### src/sv/cabu_pkg.sv
// ----------------------------------------------------------------------------
// cabu_pkg: shared types and constants of the ADC bank unpacker
// Format codes, parser phases, controller states and the command/status
// structs between controller and datapath.
// ----------------------------------------------------------------------------
package cabu_pkg;

  // bank format codes
  localparam logic [7:0] MODE_CELL    = 8'd1;
  localparam logic [7:0] MODE_PACKED  = 8'd2;
  localparam logic [7:0] MODE_ENTRIES = 8'd3;

  // parser phase within a card block
  typedef enum logic [2:0] {
    PH_HEADER  = 3'd0,
    PH_SKIP    = 3'd1,
    PH_PATTERN = 3'd2,
    PH_PACKED  = 3'd3,
    PH_ENTRIES = 3'd4
  } phase_t;

  // controller states
  typedef enum logic [0:0] {
    CTL_IDLE = 1'b0,
    CTL_RUN  = 1'b1
  } ctl_state_t;

  // controller to datapath
  typedef struct packed {
    logic load;  // capture the input word
    logic step;  // perform one decode step on the held word
  } dp_cmd_t;

  // datapath to controller
  typedef struct packed {
    logic emit;      // current step produces a result
    logic finish;    // current step closes the word
    logic out_free;  // output register can take a result
  } dp_sts_t;

endpackage

### src/sv/cabu_ctrl.sv
// ----------------------------------------------------------------------------
// cabu_ctrl: word sequencer
// Takes one word, then steps the datapath until the word is finished,
// holding a step that emits while the output register is full.
// ----------------------------------------------------------------------------
module cabu_ctrl (
  input  logic              clk,
  input  logic              rst,
  input  logic              s_tvalid,
  output logic              s_tready,
  output cabu_pkg::dp_cmd_t cmd,
  input  cabu_pkg::dp_sts_t sts
);
  import cabu_pkg::*;

  ctl_state_t state;
  ctl_state_t state_next;

  // state register
  always_ff @(posedge clk) begin
    if (rst) begin
      state <= CTL_IDLE;
    end else begin
      state <= state_next;
    end
  end

  // next state and commands
  always_comb begin
    state_next = state;
    s_tready   = 1'b0;
    cmd        = '0;
    case (state)
      CTL_IDLE: begin
        s_tready = 1'b1;
        if (s_tvalid) begin
          cmd.load   = 1'b1;
          state_next = CTL_RUN;
        end
      end
      CTL_RUN: begin
        cmd.step = !sts.emit || sts.out_free;
        if (cmd.step && sts.finish) begin
          state_next = CTL_IDLE;
        end
      end
      default: begin
        state_next = CTL_IDLE;
      end
    endcase
  end

endmodule

### src/sv/cabu_datapath.sv
// ----------------------------------------------------------------------------
// cabu_datapath: parser state, word decoder and output register
// Holds the current word and the card-block parser state; each step decodes
// at most one channel value from the held word into the output register.
// ----------------------------------------------------------------------------
module cabu_datapath (
  input  logic              clk,
  input  logic              rst,
  input  cabu_pkg::dp_cmd_t cmd,
  output cabu_pkg::dp_sts_t sts,
  input  logic [31:0]       s_tdata,  // word
  input  logic [8:0]        s_tuser,  // bank_start, mode[7:0]
  output logic              m_tvalid,
  input  logic              m_tready,
  output logic [47:0]       m_tdata,  // card_code, channel, cell_id, adc_value, pad
  output logic [0:0]        m_tuser,  // has_cell_id
  output logic              m_tlast
);
  import cabu_pkg::*;

  // held word and decode position
  logic [31:0] word_q;
  logic [5:0]  off, off_next;
  logic        first, first_next;
  logic [1:0]  half, half_next;

  // parser state
  phase_t      phase, phase_next;
  logic [7:0]  fmt;
  logic [5:0]  skip_left, skip_left_next;
  logic [8:0]  card_q, card_q_next;
  logic [31:0] pattern, pattern_next;
  logic [5:0]  nc, nc_next;
  logic [6:0]  el, el_next;
  logic [7:0]  plb, plb_next;
  logic [3:0]  pbc, pbc_next;

  // step results
  logic        emit, finish;
  logic [8:0]  r_card;
  logic [5:0]  r_chan;
  logic [15:0] r_cell;
  logic [15:0] r_adc;
  logic        r_has;
  logic        r_last;

  // scratch
  logic [31:0] w_sh;
  logic [7:0]  skip_sum;
  logic [6:0]  el_hdr;
  logic [11:0] tail_mask;
  logic [11:0] tail_bits;
  logic [11:0] comb_v;
  logic [5:0]  pbc_calc;
  logic [15:0] entry;

  // phase after the trigger words of a card block
  function automatic phase_t after_skip(input logic [7:0] f, input logic [6:0] e);
    phase_t p;
    if (f == MODE_PACKED) begin
      p = PH_PATTERN;
    end else if (e != 7'd0) begin
      p = PH_ENTRIES;
    end else begin
      p = PH_HEADER;
    end
    return p;
  endfunction

  assign w_sh      = word_q >> off[4:0];
  assign skip_sum  = {1'b0, word_q[6:0]} + 8'd3;
  assign tail_mask = 12'hFFF >> pbc;
  assign tail_bits = (word_q[11:0] & tail_mask) << pbc;
  assign comb_v    = {4'b0, plb} | tail_bits;
  assign pbc_calc  = 6'd32 - off;
  assign entry     = half[0] ? word_q[31:16] : word_q[15:0];

  // decode one step of the held word
  always_comb begin
    phase_next     = phase;
    skip_left_next = skip_left;
    card_q_next    = card_q;
    pattern_next   = pattern;
    nc_next        = nc;
    el_next        = el;
    plb_next       = plb;
    pbc_next       = pbc;
    off_next       = off;
    first_next     = first;
    half_next      = half;
    el_hdr         = 7'd0;
    emit           = 1'b0;
    finish         = 1'b0;
    r_card         = card_q;
    r_chan         = 6'd0;
    r_cell         = 16'd0;
    r_adc          = 16'd0;
    r_has          = 1'b0;
    r_last         = 1'b0;
    if (fmt == MODE_CELL) begin
      // cell id and signed value straight from the word
      emit   = 1'b1;
      finish = 1'b1;
      r_card = 9'd0;
      r_cell = word_q[31:16];
      r_adc  = word_q[15:0];
      r_has  = 1'b1;
      r_last = 1'b1;
    end else if (fmt == MODE_PACKED || fmt == MODE_ENTRIES) begin
      case (phase)
        PH_HEADER: begin
          finish         = 1'b1;
          card_q_next    = word_q[22:14];
          el_hdr         = (fmt == MODE_ENTRIES) ? word_q[13:7] : 7'd0;
          el_next        = el_hdr;
          skip_left_next = skip_sum[7:2];
          if (skip_sum[7:2] != 6'd0) begin
            phase_next = PH_SKIP;
          end else begin
            phase_next = after_skip(fmt, el_hdr);
          end
        end
        PH_SKIP: begin
          finish         = 1'b1;
          skip_left_next = skip_left - 6'd1;
          if (skip_left_next == 6'd0) begin
            phase_next = after_skip(fmt, el);
          end
        end
        PH_PATTERN: begin
          finish       = 1'b1;
          pattern_next = word_q;
          nc_next      = 6'd0;
          plb_next     = 8'd0;
          pbc_next     = 4'd0;
          phase_next   = PH_PACKED;
        end
        PH_PACKED: begin
          first_next = 1'b0;
          if (first) begin
            plb_next = 8'd0;
            pbc_next = 4'd0;
          end
          if (first && pbc != 4'd0 && nc < 6'd32) begin
            // finish a long code begun in the previous word
            emit     = 1'b1;
            r_adc    = {4'b0, comb_v} - 16'd256;
            off_next = 6'd12 - {2'b0, pbc};
          end else if (off < 6'd32 && nc < 6'd32) begin
            if (!pattern[nc[4:0]]) begin
              emit     = 1'b1;
              r_adc    = {12'b0, w_sh[3:0]} - 16'd8;
              off_next = off + 6'd4;
            end else if (off <= 6'd20) begin
              emit     = 1'b1;
              r_adc    = {4'b0, w_sh[11:0]} - 16'd256;
              off_next = off + 6'd12;
            end else begin
              // keep the low part of a straddling long code
              finish   = 1'b1;
              plb_next = w_sh[7:0];
              pbc_next = pbc_calc[3:0];
            end
          end else begin
            finish = 1'b1;
            if (nc >= 6'd32) begin
              phase_next = PH_HEADER;
            end
          end
          if (emit) begin
            r_chan  = nc;
            nc_next = nc + 6'd1;
            r_last  = !(off_next < 6'd32 && nc_next < 6'd32 &&
                        (!pattern[nc_next[4:0]] || off_next <= 6'd20));
          end
        end
        PH_ENTRIES: begin
          if (half != 2'd2 && el != 7'd0) begin
            emit      = 1'b1;
            r_chan    = entry[15:10];
            r_adc     = {6'b0, entry[9:0]};
            el_next   = el - 7'd1;
            half_next = half + 2'd1;
            r_last    = half[0] || (el == 7'd1);
          end else begin
            finish = 1'b1;
            if (el == 7'd0) begin
              phase_next = PH_HEADER;
            end
          end
        end
        default: begin
          finish     = 1'b1;
          phase_next = PH_HEADER;
        end
      endcase
    end else begin
      finish = 1'b1;
    end
  end

  assign sts.emit     = emit;
  assign sts.finish   = finish;
  assign sts.out_free = !m_tvalid || m_tready;

  // on load reset the decode position, clear the parser and take the format at bank start; advance on steps
  always_ff @(posedge clk) begin
    if (rst) begin
      phase     <= PH_HEADER;
      fmt       <= 8'd0;
      skip_left <= 6'd0;
      card_q    <= 9'd0;
      pattern   <= 32'd0;
      nc        <= 6'd0;
      el        <= 7'd0;
      plb       <= 8'd0;
      pbc       <= 4'd0;
      off       <= 6'd0;
      first     <= 1'b0;
      half      <= 2'd0;
    end else if (cmd.load) begin
      if (s_tuser[0]) begin
        phase     <= PH_HEADER;
        fmt       <= s_tuser[8:1];
        skip_left <= 6'd0;
        card_q    <= 9'd0;
        pattern   <= 32'd0;
        nc        <= 6'd0;
        el        <= 7'd0;
        plb       <= 8'd0;
        pbc       <= 4'd0;
      end
      off   <= 6'd0;
      first <= 1'b1;
      half  <= 2'd0;
    end else if (cmd.step) begin
      phase     <= phase_next;
      skip_left <= skip_left_next;
      card_q    <= card_q_next;
      pattern   <= pattern_next;
      nc        <= nc_next;
      el        <= el_next;
      plb       <= plb_next;
      pbc       <= pbc_next;
      off       <= off_next;
      first     <= first_next;
      half      <= half_next;
    end
  end

  // hold the word payload
  always_ff @(posedge clk) begin
    if (cmd.load) begin
      word_q <= s_tdata;
    end
  end

  // output register valid
  always_ff @(posedge clk) begin
    if (rst) begin
      m_tvalid <= 1'b0;
    end else if (cmd.step && emit) begin
      m_tvalid <= 1'b1;
    end else if (m_tready) begin
      m_tvalid <= 1'b0;
    end
  end

  // output register payload
  always_ff @(posedge clk) begin
    if (cmd.step && emit) begin
      m_tdata <= {1'b0, r_adc, r_cell, r_chan, r_card};
      m_tuser <= r_has;
      m_tlast <= r_last;
    end
  end

  // a result is only produced into a free output register
  a_emit_free: assert property (@(posedge clk) disable iff (rst)
    cmd.step && emit |-> sts.out_free)
    else $error("decode step emitted into a full output register");

  // an emitting step always shows up at the output
  a_emit_shown: assert property (@(posedge clk) disable iff (rst)
    cmd.step && emit |=> m_tvalid)
    else $error("emitted result not presented");

  // between words the packed stream never sits past the last channel
  a_packed_range: assert property (@(posedge clk) disable iff (rst)
    cmd.load |-> (phase != PH_PACKED || nc < 6'd32))
    else $error("packed phase held with all channels done");

endmodule

### src/sv/calorimeter_adc_bank_unpacker_top.sv
// ----------------------------------------------------------------------------
// calorimeter_adc_bank_unpacker_top: readout bank to ADC value stream
// Unpacks bank words in cell, packed-channel and entry-list formats.
// ----------------------------------------------------------------------------
// A word is taken in the idle state; in the run state the datapath then decodes
// at most one result per step into the output register, and a step that emits
// waits while that register is full. The next word is taken after the finishing step.
// The input is taken again while a result still waits in the output register.
// Reset: synchronous; clears the parser, format 0 emits nothing until bank start.
module calorimeter_adc_bank_unpacker_top (
  input  logic        clk,
  input  logic        rst,
  input  logic        s_tvalid,
  output logic        s_tready,
  input  logic [31:0] s_tdata,   // word
  input  logic [8:0]  s_tuser,   // bank_start, mode[7:0]
  output logic        m_tvalid,
  input  logic        m_tready,
  output logic [47:0] m_tdata,   // card_code, channel, cell_id, adc_value, pad
  output logic [0:0]  m_tuser,   // has_cell_id
  output logic        m_tlast
);
  import cabu_pkg::*;

  dp_cmd_t cmd;
  dp_sts_t sts;

  // sequencer
  cabu_ctrl u_ctrl (
    .clk      (clk),
    .rst      (rst),
    .s_tvalid (s_tvalid),
    .s_tready (s_tready),
    .cmd      (cmd),
    .sts      (sts)
  );

  // decoder and output register
  cabu_datapath u_dp (
    .clk      (clk),
    .rst      (rst),
    .cmd      (cmd),
    .sts      (sts),
    .s_tdata  (s_tdata),
    .s_tuser  (s_tuser),
    .m_tvalid (m_tvalid),
    .m_tready (m_tready),
    .m_tdata  (m_tdata),
    .m_tuser  (m_tuser),
    .m_tlast  (m_tlast)
  );

endmodule

### config.mk
export PLATFORM = sky130hd
export DESIGN_NAME = calorimeter_adc_bank_unpacker_top
export DESIGN_NICKNAME = d
export VERILOG_FILES = /design/src/sv/cabu_pkg.sv /design/src/sv/cabu_ctrl.sv /design/src/sv/cabu_datapath.sv /design/src/sv/calorimeter_adc_bank_unpacker_top.sv
export SDC_FILE = /design/constraint.sdc
export NUM_CORES = 1
export LEC_CHECK = 0
export BUFFER_PORTS_ARGS = -buffer_cell sky130_fd_sc_hd__buf_2
export CORE_MARGIN = 3
export CORE_UTILIZATION = 41
export CTS_CLUSTER_SIZE = 28
export DETAILED_ROUTE_END_ITERATION = 6
export SYNTH_ARGS = -nofsm -noshare
export SYNTH_HDL_FRONTEND = slang
export SYNTH_HIERARCHICAL = 1
export SYNTH_SLANG_ARGS = --single-unit
### constraint.sdc
create_clock -name clk -period 14.6 [get_ports clk]
set_input_delay 2.92 -clock clk [delete_from_list [all_inputs] [get_ports clk]]
set_output_delay 2.92 -clock clk [all_outputs]
set_load 0.01 [all_outputs]
==> reports/metrics.yaml, run 1 <==
sta:
  setup-tns-final_ns: 0
  period_minus_slack_ns: 5.71
  hold_viol_final: 0
  worst_pin_slew_ns: 1.03
  max_freq_ghz: 0.175
  setup_viol: 0
  period_share: 0.391
  layout_setup_ws_ns: 8.89
  fin_hold_ws_ns: 0.456
  relSlewSlack: 0.312
  maxSlewViolCount: 0
  rsz0062_at_grt: "no"
  finClkSkew_ns: 0.0128
cells_and_area:
  area_delta_synth_final_pct: 11.2
  multi_input_area_um2: 5630
  layout-drive-gt1-share: 0.174
  final_cells: 1499
  diodes: 0
  regArea_um2: 4320
  layout.nets: 1223
  fillers: 2433
critical_path:
  endpoint_kind: "register"
  criticalPathCategory: "reg -> reg"
  start_kind: "register"
  critPathArrivalTime_ns: 6.04
  path_max_fanout: 33
  required_ns: 14.93
synthesis:
  yosysSeqAreaShare: 0.413
  ys_types: 79
  synth_area_leaders: "edfxtp_1, dfxtp_1, mux4_2, nor2_1, a21oi_1"
  ys.warnings.count: 6
  synth_commonest_cells: "nor2_1, a21oi_1, nand2_1"
  synth_flop_cell: "dfxtp_1"
  syn_area_per_cell_um2: 9.26
  ys_seq_elements: 175
  yosys.area.top_type_share: 0.233
  synth-async-reset-ratio: 0
  synth.most_common_cell: "nor2_1"
  synth_cells: 1127
  synth_top_cell_by_area: "edfxtp_1"
  netlist_area_um2: 10400
  synth_edf_count: 81
  synthesis.nets: 1188
die:
  die_x_um: 166
  dieArea_um2: 27400
  rows: 57
  initial_utilization: 0.423
  ios: 97
  die_h_um: 166
  coreArea_um2: 24700
clocking:
  htree_levels: 4
  root_buffer: "clkbuf_16"
  cts_num_sinks: 175
  clk_pin_slew_ns: 0.07
  ctsResizeCount: 0
  cts_hold_buf: 0
  numCtsBuffers: 17
  clockBufferDepth: 2
  cts_tree: "yes"
  clk_latency_ns: 0.44
  post_cts_buffers: 0
power:
  peakVddDrop_mv: 0.0631
  power_density_nw_per_um2: 96.4
  finalPower_mw: 1.12
  leakage_nw: 4.30
drt:
  dr_total_vias: 9132
  vias_per_cell: 6.09
  ant_nets: 0
  drc_errors: 0
  first_iter_violations: 1032
  wl_per_cell_um: 21.6
  routed_wl_mm: 32.3
  dr.pass1.iters: 6
run:
  maxCapViolCount: 0
global_routing:
  grt_pass1_wl_mm: 49.0
  grt_start_max_net_pins: 62
  antenna_found_initial: 1
  track_usage: 0.236
  grt-ovfl-total: 0
  grt_pass1_vias: 8400
placement:
  dp_slack_ns: 8.72
  dpl.cell_count: 1467
  gp_congestion: 0.939
  hpwl_mm: 21.7
  portBuffers: 95
worst_hold_path:
  hp-class: "reg -> reg"
outcome:
  outcome: "completed"
==> power by group <==
part | total, mW | switching [mW] | internal, mW
clock network | 0.467 | 0.222 | 0.245
registers | 0.556 | 0.0288 | 0.527
logic | 0.0972 | 0.0557 | 0.0416
==> cells in the final DEF, fill, tap and decap left out, drive strengths merged, types with 7 or more instances in the layout <==
master	instances
nor2	154
a21oi	118
nand2	110
buf	108
dfxtp	94
edfxtp	81
o21ai	56
mux2i	47
mux4	45
nand3	39
inv	33
and2	31
nor3	21
a22oi	21
clkbuf	20
ha	16
xnor2	15
a211oi	10
a31oi	10
nand3b	10
nor2b	9
xor2	9
nand2b	7
and3	7
a21o	7
==> layout make-up <==
cell class	instances	share of cell area
Clock buffer	20	0.0412
Tap cell	324	0.0349
Clock inverter	12	0.00970
Timing Repair Buffer	108	0.0494
Sequential cell	175	0.372
Inverter	26	0.00841
Multi-Input combinational cell	834	0.485
==> per-layer routing <==
metal / share of wire / global-route usage / vias to the layer above
li1: - / - / 4176
met1: 0.42 / 0.318 / 4376
met2: 0.46 / 0.374 / 501
met3: 0.097 / 0.0589 / 79
met4: 0.030 / 0.0790 / 0
met5: 0 / 0 / -
==> cell families after synthesis <==
family / after synthesis / share of synthesized area
multiplexers: 96 / 0.149
other: 1 / 0.000359
buffers and inverters: 118 / 0.0489
XOR/XNOR: 24 / 0.0201
flip-flops: 175 / 0.413
AND/OR/NAND/NOR: 422 / 0.187
AO/OA/AOI/OAI: 275 / 0.162
adder cells (fa/ha/maj): 16 / 0.0192
==> through the flow <==
stage / util / cell area (um2)
detailed placement: 0.447 / 11000
finish: 0.470 / 11600
floorplan: - / 10400
CTS: 0.470 / 11600
global route: 0.470 / 11600
global placement: 0.447 / 11000
==> worst max-delay path, cell delays in order (launching register included) <==
cell and delay, ns:
dfxtp_1 0.75, clkinv_1 0.74, ha_1 0.46, nor2b_1 0.19
a21oi_1 0.14, a41oi_1 0.41, o21ai_2 0.17, and2_1 0.28
o21ai_1 0.43, nand2_1 0.11, nand2b_1 0.11, and2_2 0.24
nor3b_1 0.41, nand3_1 0.12, nand2_1 0.10, buf_4 0.36
nor2_2 0.27, a21oi_1 0.21, nor2_1 0.06
==> final timing paths <==
path                            startpoint                             to  slack, ns  cells after the start
setup reg to reg  u_dp/off[3]$_SDFFE_PP0P_  u_dp/pattern[27]$_SDFFE_PP0P_       8.89                     18
hold / removal    u_dp/fmt[7]$_SDFFE_PP0P_       u_dp/fmt[7]$_SDFFE_PP0P_       0.46                      2
setup / recovery  u_dp/off[3]$_SDFFE_PP0P_  u_dp/pattern[27]$_SDFFE_PP0P_       8.89                     18
hold reg to reg   u_dp/fmt[7]$_SDFFE_PP0P_       u_dp/fmt[7]$_SDFFE_PP0P_       0.46                      2
==> sequential cells by signal, summed over array words and instances (netlist names), 6 cells and up <==
| register | flops |
|---|---|
| u_dp/m_tdata | 47 |
| u_dp/pattern | 32 |
| u_dp/word_q | 32 |
| u_dp/card_q | 9 |
| u_dp/fmt | 8 |
| u_dp/plb | 8 |
| u_dp/el | 7 |
| u_dp/nc | 6 |
| u_dp/off | 6 |
| u_dp/skip_left | 6 |
Power figures use the tool's default switching activity.
==> run 2, diff against run 1 <==
==> constraint.sdc (replaced) <==
create_clock -name clk -period 6 [get_ports clk]
set_input_delay 1.2 -clock clk [delete_from_list [all_inputs] [get_ports clk]]
set_output_delay 1.2 -clock clk [all_outputs]
set_load 0.01 [all_outputs]
==> run 2 against run 1 <==
Net effect:
- first-iteration DRC count is 1.1% lower
- wire length is 0.57% higher
- largest cell class unchanged
- power is 140% higher
- core utilization is 0.20 points higher
==> reports/metrics.yaml, run 2 (synthesis results as in run 1) <==
cells_and_area:
  largest_reg_flops: 47  # unchanged
  mostFrequentLayoutCell: "nor2_1"  # unchanged
  fillers: 2421  # was 2433
  largestRegisters: "u_dp/m_tdata: 47 flops, u_dp/pattern: 32 flops, u_dp/word_q: 32 flops"  # unchanged
  diodes: 0  # unchanged
  final_cell_mix: "nor2_1, a21oi_1, nand2_1, buf_2, dfxtp_1"  # unchanged
  fin_util: 0.473  # was 0.470
  area_delta_synth_final_pct: 11.7  # was 11.2%
  layout-drive-gt1-share: 0.178  # was 0.174
  largest-register: "u_dp/m_tdata"  # unchanged
  final_cells: 1505  # was 1499
  layout.nets: 1229  # was 1223
die:
  dieArea_um2: 27400  # unchanged
  initial_utilization: 0.423  # unchanged
  ios: 97  # unchanged
  coreArea_um2: 24700  # unchanged
  die_x_um: 166  # unchanged
  rows: 57  # unchanged
  die_h_um: 166  # unchanged
global_routing:
  track_usage: 0.237  # was 0.236
  grt-ovfl-total: 0  # unchanged
  antenna_found_initial: 0  # was 1
  grt_pass1_wl_mm: 49.2  # was 49.0 mm
  grt_start_max_net_pins: 50  # was 62
  grt_pass1_vias: 8176  # was 8400
clocking:
  cts_hold_buf: 0  # unchanged
  post_cts_buffers: 0  # unchanged
  cts_tree: "yes"  # unchanged
  clk_pin_slew_ns: 0.08  # was 0.07 ns
  cts_num_sinks: 175  # unchanged
  root_buffer: "clkbuf_16"  # unchanged
  clk_latency_ns: 0.44  # about the same
  ctsResizeCount: 0  # unchanged
  numCtsBuffers: 17  # unchanged
  htree_levels: 4  # unchanged
  clockBufferDepth: 2  # unchanged
drt:
  dr_total_vias: 9055  # was 9132
  ant_nets: 0  # unchanged
  vias_per_cell: 6.02  # was 6.09
  drc_errors: 0  # unchanged
  routed_wl_mm: 32.5  # was 32.3 mm
  dr.pass1.iters: 6  # unchanged
  wl_per_cell_um: 21.6  # about the same
  first_iter_violations: 1021  # was 1032
sta:
  rsz0062_at_grt: "no"  # unchanged
  hold_viol_final: 0  # unchanged
  period_minus_slack_ns: 4.96  # was 5.71 ns
  period_share: 0.827  # was 0.391
  setup_viol: 0  # unchanged
  finClkSkew_ns: 0.0147  # was 0.0128 ns
  max_freq_ghz: 0.202  # was 0.175 GHz
  worst_pin_slew_ns: 1.07  # was 1.03 ns
  setup-tns-final_ns: 0  # unchanged
  relSlewSlack: 0.284  # was 0.312
  maxSlewViolCount: 0  # unchanged
  fin_hold_ws_ns: 0.456  # about the same
power:
  peakVddDrop_mv: 0.191  # was 0.0631 mV
  intPower_mw: 2.00  # was 0.814 mW
  power_density_nw_per_um2: 235  # was 96.4 nW/um2
  combPwrFrac: 0.086  # was 0.087
  swShare: 0.270  # was 0.273
  p_sw_mw: 0.740  # was 0.306 mW
  clock_power_share: 0.418  # was 0.417
  leakage_nw: 4.34  # was 4.30 nW
  pwr-share-seq: 0.496  # about the same
critical_path:
  crit_buf_inv: 3  # was 2
  required_ns: 6.34  # was 14.93 ns
  r2r-end: "u_dp/pattern[9]$_SDFFE_PP0P_"  # was u_dp/pattern[27]$_SDFFE_PP0P_
  critical_path.most_common_cell: "nand2_1"
  critPathTopFamily: "simple AND/OR/NAND/NOR gates"  # unchanged
  path_max_fanout: 37  # was 33
  critPathArrivalTime_ns: 5.30  # was 6.04 ns
  path_cells: "inv_1 > ha_1 > nand2_1 > a21oi_1 > a41oi_1 > o21ai_2 > and2_1 > o21ai_1 > nand2_1 > nand2b_1 > and2_2 > nor3b_1 > nand3_1 > nand2_1 > buf_4 > nor2_1 > buf_4 > a21oi_1 > nor2_1"  # was clkinv_1 > ha_1 > nor2b_1 > a21oi_1 > a41oi_1 > o21ai_2 > and2_1 > o21ai_1 > nand2_1 > nand2b_1 > and2_2 > nor3b_1 > nand3_1 > nand2_1 > buf_4 > nor2_2 > a21oi_1 > nor2_1
  slowest_delay_ns: 1.04  # was 0.75 ns
  timing.rr.start: "u_dp/off[0]$_SDFFE_PP0P_"  # was u_dp/off[3]$_SDFFE_PP0P_
  worst-path-stages: 19  # was 18
  endpoint_kind: "register"  # unchanged
  criticalPathCategory: "reg -> reg"  # unchanged
  r2r_slack_ns: 1.04  # was 8.89 ns
  start_kind: "register"  # unchanged
  crit_slowest_cell: "dfxtp_2"  # was dfxtp_1
  reg2regPathDepth: 19  # was 18
placement:
  hpwl_mm: 22.1  # was 21.7 mm
  dpl.cell_count: 1473  # was 1467
  gp_congestion: 0.971  # was 0.939
  portBuffers: 95  # unchanged
outcome:
  outcome: "completed"  # unchanged
worst_hold_path:
  hold_depth: 2  # unchanged
  hold_path.startpoint: "u_dp/fmt[5]$_SDFFE_PP0P_"  # was u_dp/fmt[7]$_SDFFE_PP0P_
  hp-class: "reg -> reg"  # unchanged
  hold_end: "u_dp/fmt[5]$_SDFFE_PP0P_"  # was u_dp/fmt[7]$_SDFFE_PP0P_
run:
  maxCapViolCount: 0  # unchanged
==> run 2: cell count changes in the layout (fill, tap and decap cells not counted), sizes merged <==
cell	change
inv	-2
clkinv	+2
bufinv	+1
clkbuf	-1
buf	+6
==> run 2: cell type report <==
cell class,instances,area (um2),area share
multi-input combinational,834,5630,0.482
timing repair buffer,114,618,0.0530
clock buffer,19,455,0.0391
tap,324,405,0.0348
clock inverter,13,143,0.0122
sequential,175,4320,0.370
inverter,26,97.6,0.00837
==> run 2: how the worst max path moves through the flow <==
stage,start,end,slack [ns]
6_report,u_dp/off[0]$_SDFFE_PP0P_,u_dp/pattern[9]$_SDFFE_PP0P_,1.04
5_1_grt,u_dp/off[0]$_SDFFE_PP0P_,u_dp/pattern[9]$_SDFFE_PP0P_,0.47
4_1_cts,u_dp/off[0]$_SDFFE_PP0P_,u_dp/pattern[30]$_SDFFE_PP0P_,1.10
3_5_place_dp,u_dp/off[0]$_SDFFE_PP0P_,u_dp/pattern[31]$_SDFFE_PP0P_,1.15
3_3_place_gp,u_dp/off[0]$_SDFFE_PP0P_,u_dp/pattern[3]$_SDFFE_PP0P_,1.36
2_1_floorplan,u_dp/off[2]$_SDFFE_PP0P_,u_dp/m_tdata[0]$_SDFFCE_PP0P_,0.20
==> run 2: routing by layer <==
layer	GRT usage	vias to the layer above	routed length, um
li1	-	4190	-
met1	0.347	4351	14000
met2	0.362	463	14700
met3	0.0347	51	2930
met4	0.0749	0	791
met5	0	-	0
==> run 2: worst register-to-register path: cells and delay by family, from the launching register on <==
kind,cells,cell delay [ns]
AND/OR/NAND/NOR,10,1.54
AO/OA/AOI/OAI,5,1.25
flip-flops,1,1.04
buffers and inverters,3,0.74
adder cells (fa/ha/maj),1,0.28
==> run 2: through the flow <==
| step | setup slack, ns | area [um2] | power, mW |
|---|---|---|---|
| after floorplan | 0.200 | 10400 | 1.51 |
| after global placement | 1.36 | 11100 | 1.61 |
| after detailed placement | 1.15 | 11100 | 1.61 |
| after CTS | 1.10 | 11700 | 2.75 |
| after global routing | 0.465 | 11700 | 2.83 |
| final | 1.04 | 11700 | 2.74 |
==> run 2: power by group through the flow <==
stage | Sequential [mW] | Combinational (mW) | Clock (mW)
after floorplan | 1.33 | 0.176 | 0
after global placement | 1.38 | 0.230 | 0
after detailed placement | 1.38 | 0.232 | 0
after CTS | 1.35 | 0.233 | 1.17
after global routing | 1.36 | 0.260 | 1.21
final | 1.36 | 0.235 | 1.15
==> run 3, diff against run 2 <==
==> constraint.sdc (replaced) <==
create_clock -name clk -period 4.5 [get_ports clk]
set_input_delay 0.9 -clock clk [delete_from_list [all_inputs] [get_ports clk]]
set_output_delay 0.9 -clock clk [all_outputs]
set_load 0.01 [all_outputs]
==> run 3 against run 2 <==
Net effect:
- core utilization rose by 0.56 points
- flip-flop and latch count did not move
- clock skew barely moved
- cell count rose by 1.3%
- worst hold slack barely moved
- sequential power rose by 32%
- fmax rose by 22%
- count of clock-buffer cells in the layout rose by 3
- final area rose by 1.2%
- worst setup slack got worse by 0.59 ns
- sequential share of layout area fell by 0.43 points
- die area did not move
- critical path type unchanged
- critical endpoint is now u_dp/nc[3]$_SDFFE_PP0P_
- largest cell class unchanged
- highest routed layer unchanged
==> reports/metrics.yaml, run 3 (synthesis results as in run 1) <==
drt:
  dr_total_vias: 9105  # was 9055
  first_iter_violations: 879  # was 1021
  drc_errors: 0  # unchanged
  dr.pass1.iters: 5  # was 6
  ant_nets: 0  # unchanged
  vias_per_cell: 5.97  # was 6.02
  wl_per_cell_um: 21.5  # was 21.6 um
  routed_wl_mm: 32.8  # was 32.5 mm
critical_path:
  criticalPathCategory: "reg -> reg"  # unchanged
  required_ns: 4.86  # was 6.34 ns
  endpoint_kind: "register"  # unchanged
  timing.rr.start: "u_dp/nc[1]$_SDFFE_PP0P_"  # was u_dp/off[0]$_SDFFE_PP0P_
  r2r_slack_ns: 0.44  # was 1.04 ns
  start_kind: "register"  # unchanged
  reg2regPathDepth: 16  # was 19
  path_max_fanout: 13  # was 37
  r2r-end: "u_dp/nc[3]$_SDFFE_PP0P_"  # was u_dp/pattern[9]$_SDFFE_PP0P_
  critPathArrivalTime_ns: 4.42  # was 5.30 ns
sta:
  rsz0062_at_grt: "no"  # unchanged
  setup-tns-final_ns: 0  # unchanged
  setup_viol: 0  # unchanged
  relSlewSlack: 0.308  # was 0.284
  hold_viol_final: 0  # unchanged
  period_share: 0.901  # was 0.827
  maxSlewViolCount: 0  # unchanged
  worst_pin_slew_ns: 1.03  # was 1.07 ns
  finClkSkew_ns: 0.0142  # was 0.0147 ns
  period_minus_slack_ns: 4.06  # was 4.96 ns
  max_freq_ghz: 0.247  # was 0.202 GHz
placement:
  hpwl_mm: 22.8  # was 22.1 mm
  dpl.cell_count: 1492  # was 1473
  portBuffers: 95  # unchanged
  gp_congestion: 0.985  # was 0.971
global_routing:
  track_usage: 0.241  # was 0.237
  grt-ovfl-total: 0  # unchanged
  grt_pass1_wl_mm: 50.6  # was 49.2 mm
  antenna_found_initial: 2  # was 0
  grt_pass1_vias: 8672  # was 8176
  grt_start_max_net_pins: 50  # unchanged
clocking:
  clk_pin_slew_ns: 0.07  # was 0.08 ns
  ctsResizeCount: 0  # unchanged
  htree_levels: 4  # unchanged
  cts_tree: "yes"  # unchanged
  cts_num_sinks: 175  # unchanged
  clk_latency_ns: 0.43  # was 0.44 ns
  post_cts_buffers: 0  # unchanged
  cts_hold_buf: 0  # unchanged
  numCtsBuffers: 17  # unchanged
  clockBufferDepth: 2  # unchanged
  root_buffer: "clkbuf_16"  # unchanged
power:
  clock_power_share: 0.410  # was 0.418
  leakage_nw: 4.42  # was 4.34 nW
  peakVddDrop_mv: 0.238  # was 0.191 mV
  pwr-share-seq: 0.496  # about the same
  p_sw_mw: 0.937  # was 0.740 mW
  combPwrFrac: 0.093  # was 0.086
  intPower_mw: 2.67  # was 2.00 mW
  swShare: 0.260  # was 0.270
  power_density_nw_per_um2: 306  # was 235 nW/um2
die:
  ios: 97  # unchanged
  coreArea_um2: 24700  # unchanged
  die_h_um: 166  # unchanged
  rows: 57  # unchanged
  die_x_um: 166  # unchanged
  initial_utilization: 0.423  # unchanged
  dieArea_um2: 27400  # unchanged
cells_and_area:
  fillers: 2400  # was 2421
  layout-drive-gt1-share: 0.188  # was 0.178
  area_delta_synth_final_pct: 13.0  # was 11.7%
  largest-register: "u_dp/m_tdata"  # unchanged
  final_cells: 1524  # was 1505
  layout.nets: 1248  # was 1229
  largestRegisters: "u_dp/m_tdata: 47 flops, u_dp/pattern: 32 flops, u_dp/word_q: 32 flops"  # unchanged
  mostFrequentLayoutCell: "nor2_1"  # unchanged
  diodes: 0  # unchanged
  largest_reg_flops: 47  # unchanged
  final_cell_mix: "nor2_1, a21oi_1, nand2_1, buf_2, dfxtp_1"  # unchanged
worst_hold_path:
  hp-class: "reg -> reg"  # unchanged
  hold_depth: 2  # unchanged
  hold_end: "u_dp/fmt[5]$_SDFFE_PP0P_"  # unchanged
  hold_path.startpoint: "u_dp/fmt[5]$_SDFFE_PP0P_"  # unchanged
outcome:
  outcome: "completed"  # unchanged
run:
  maxCapViolCount: 0  # unchanged
-- run 3: area by class of cell --
| class | count | area, um2 | area share |
|---|---|---|---|
| timing repair buffer | 133 | 773 | 0.0655 |
| multi-input combinational | 834 | 5630 | 0.477 |
| inverter | 26 | 97.6 | 0.00827 |
| clock buffer | 22 | 475 | 0.0403 |
| tap | 324 | 405 | 0.0344 |
| clock inverter | 10 | 105 | 0.00891 |
| sequential | 175 | 4320 | 0.366 |
-- run 3: worst max-delay path by stage --
stage | startpoint | end | slack (ns) | cells after the start
finish | u_dp/nc[1]$_SDFFE_PP0P_ | u_dp/nc[3]$_SDFFE_PP0P_ | 0.44 | 16
global route | u_dp/nc[1]$_SDFFE_PP0P_ | u_dp/nc[3]$_SDFFE_PP0P_ | 0.09 | 16
CTS | u_dp/nc[1]$_SDFFE_PP0P_ | u_dp/nc[3]$_SDFFE_PP0P_ | 0.51 | 16
detailed placement | u_dp/pbc[1]$_SDFFE_PP0P_ | u_dp/nc[3]$_SDFFE_PP0P_ | 0.55 | 16
global placement | u_dp/pbc[1]$_SDFFE_PP0P_ | u_dp/nc[3]$_SDFFE_PP0P_ | 0.70 | 16
floorplan | u_dp/off[2]$_SDFFE_PP0P_ | u_dp/m_tdata[0]$_SDFFCE_PP0P_ | 0.14 | 17
-- run 3: power groups by stage --
stage | Combinational (mW) | Sequential (mW) | Clock, mW
final | 0.337 | 1.79 | 1.48
after global routing | 0.371 | 1.79 | 1.57
after CTS | 0.334 | 1.79 | 1.50
after detailed placement | 0.332 | 1.82 | 0
after global placement | 0.329 | 1.82 | 0
after floorplan | 0.235 | 1.78 | 0
-- run 3: critical path, stage by stage (launching register included) --
cell	delay (ns)
dfxtp_1	0.33
buf_4	0.24
mux2i_1	0.13
a211oi_1	0.25
nand3_1	0.16
a41oi_1	0.49
o21ai_2	0.19
and2_1	0.21
o21ai_1	0.17
nand2_1	0.08
nand2b_1	0.11
and2_2	0.24
nand3_1	0.15
o21a_1	0.28
o21bai_2	0.29
or4_1	0.50
a21oi_1	0.16
-- run 3: per-stage QoR --
step	util	instance area [um2]	total power, mW	setup slack, ns	hold slack, ns
after global routing	0.478	11800	3.74	0.0906	0.471
after global placement	0.455	11200	2.15	0.696	0.445
after floorplan	-	10400	2.01	0.136	0.436
after CTS	0.478	11800	3.63	0.506	0.457
after detailed placement	0.455	11200	2.16	0.552	0.448
final	0.478	11800	3.61	0.444	0.456
-- run 3: metal layers --
metal / global-route usage / up-vias / share of wire
met5: 0 / - / 0
met4: 0.0873 / 0 / 0.030
met3: 0.0394 / 68 / 0.080
met2: 0.373 / 452 / 0.46
met1: 0.343 / 4381 / 0.43
li1: - / 4204 / -
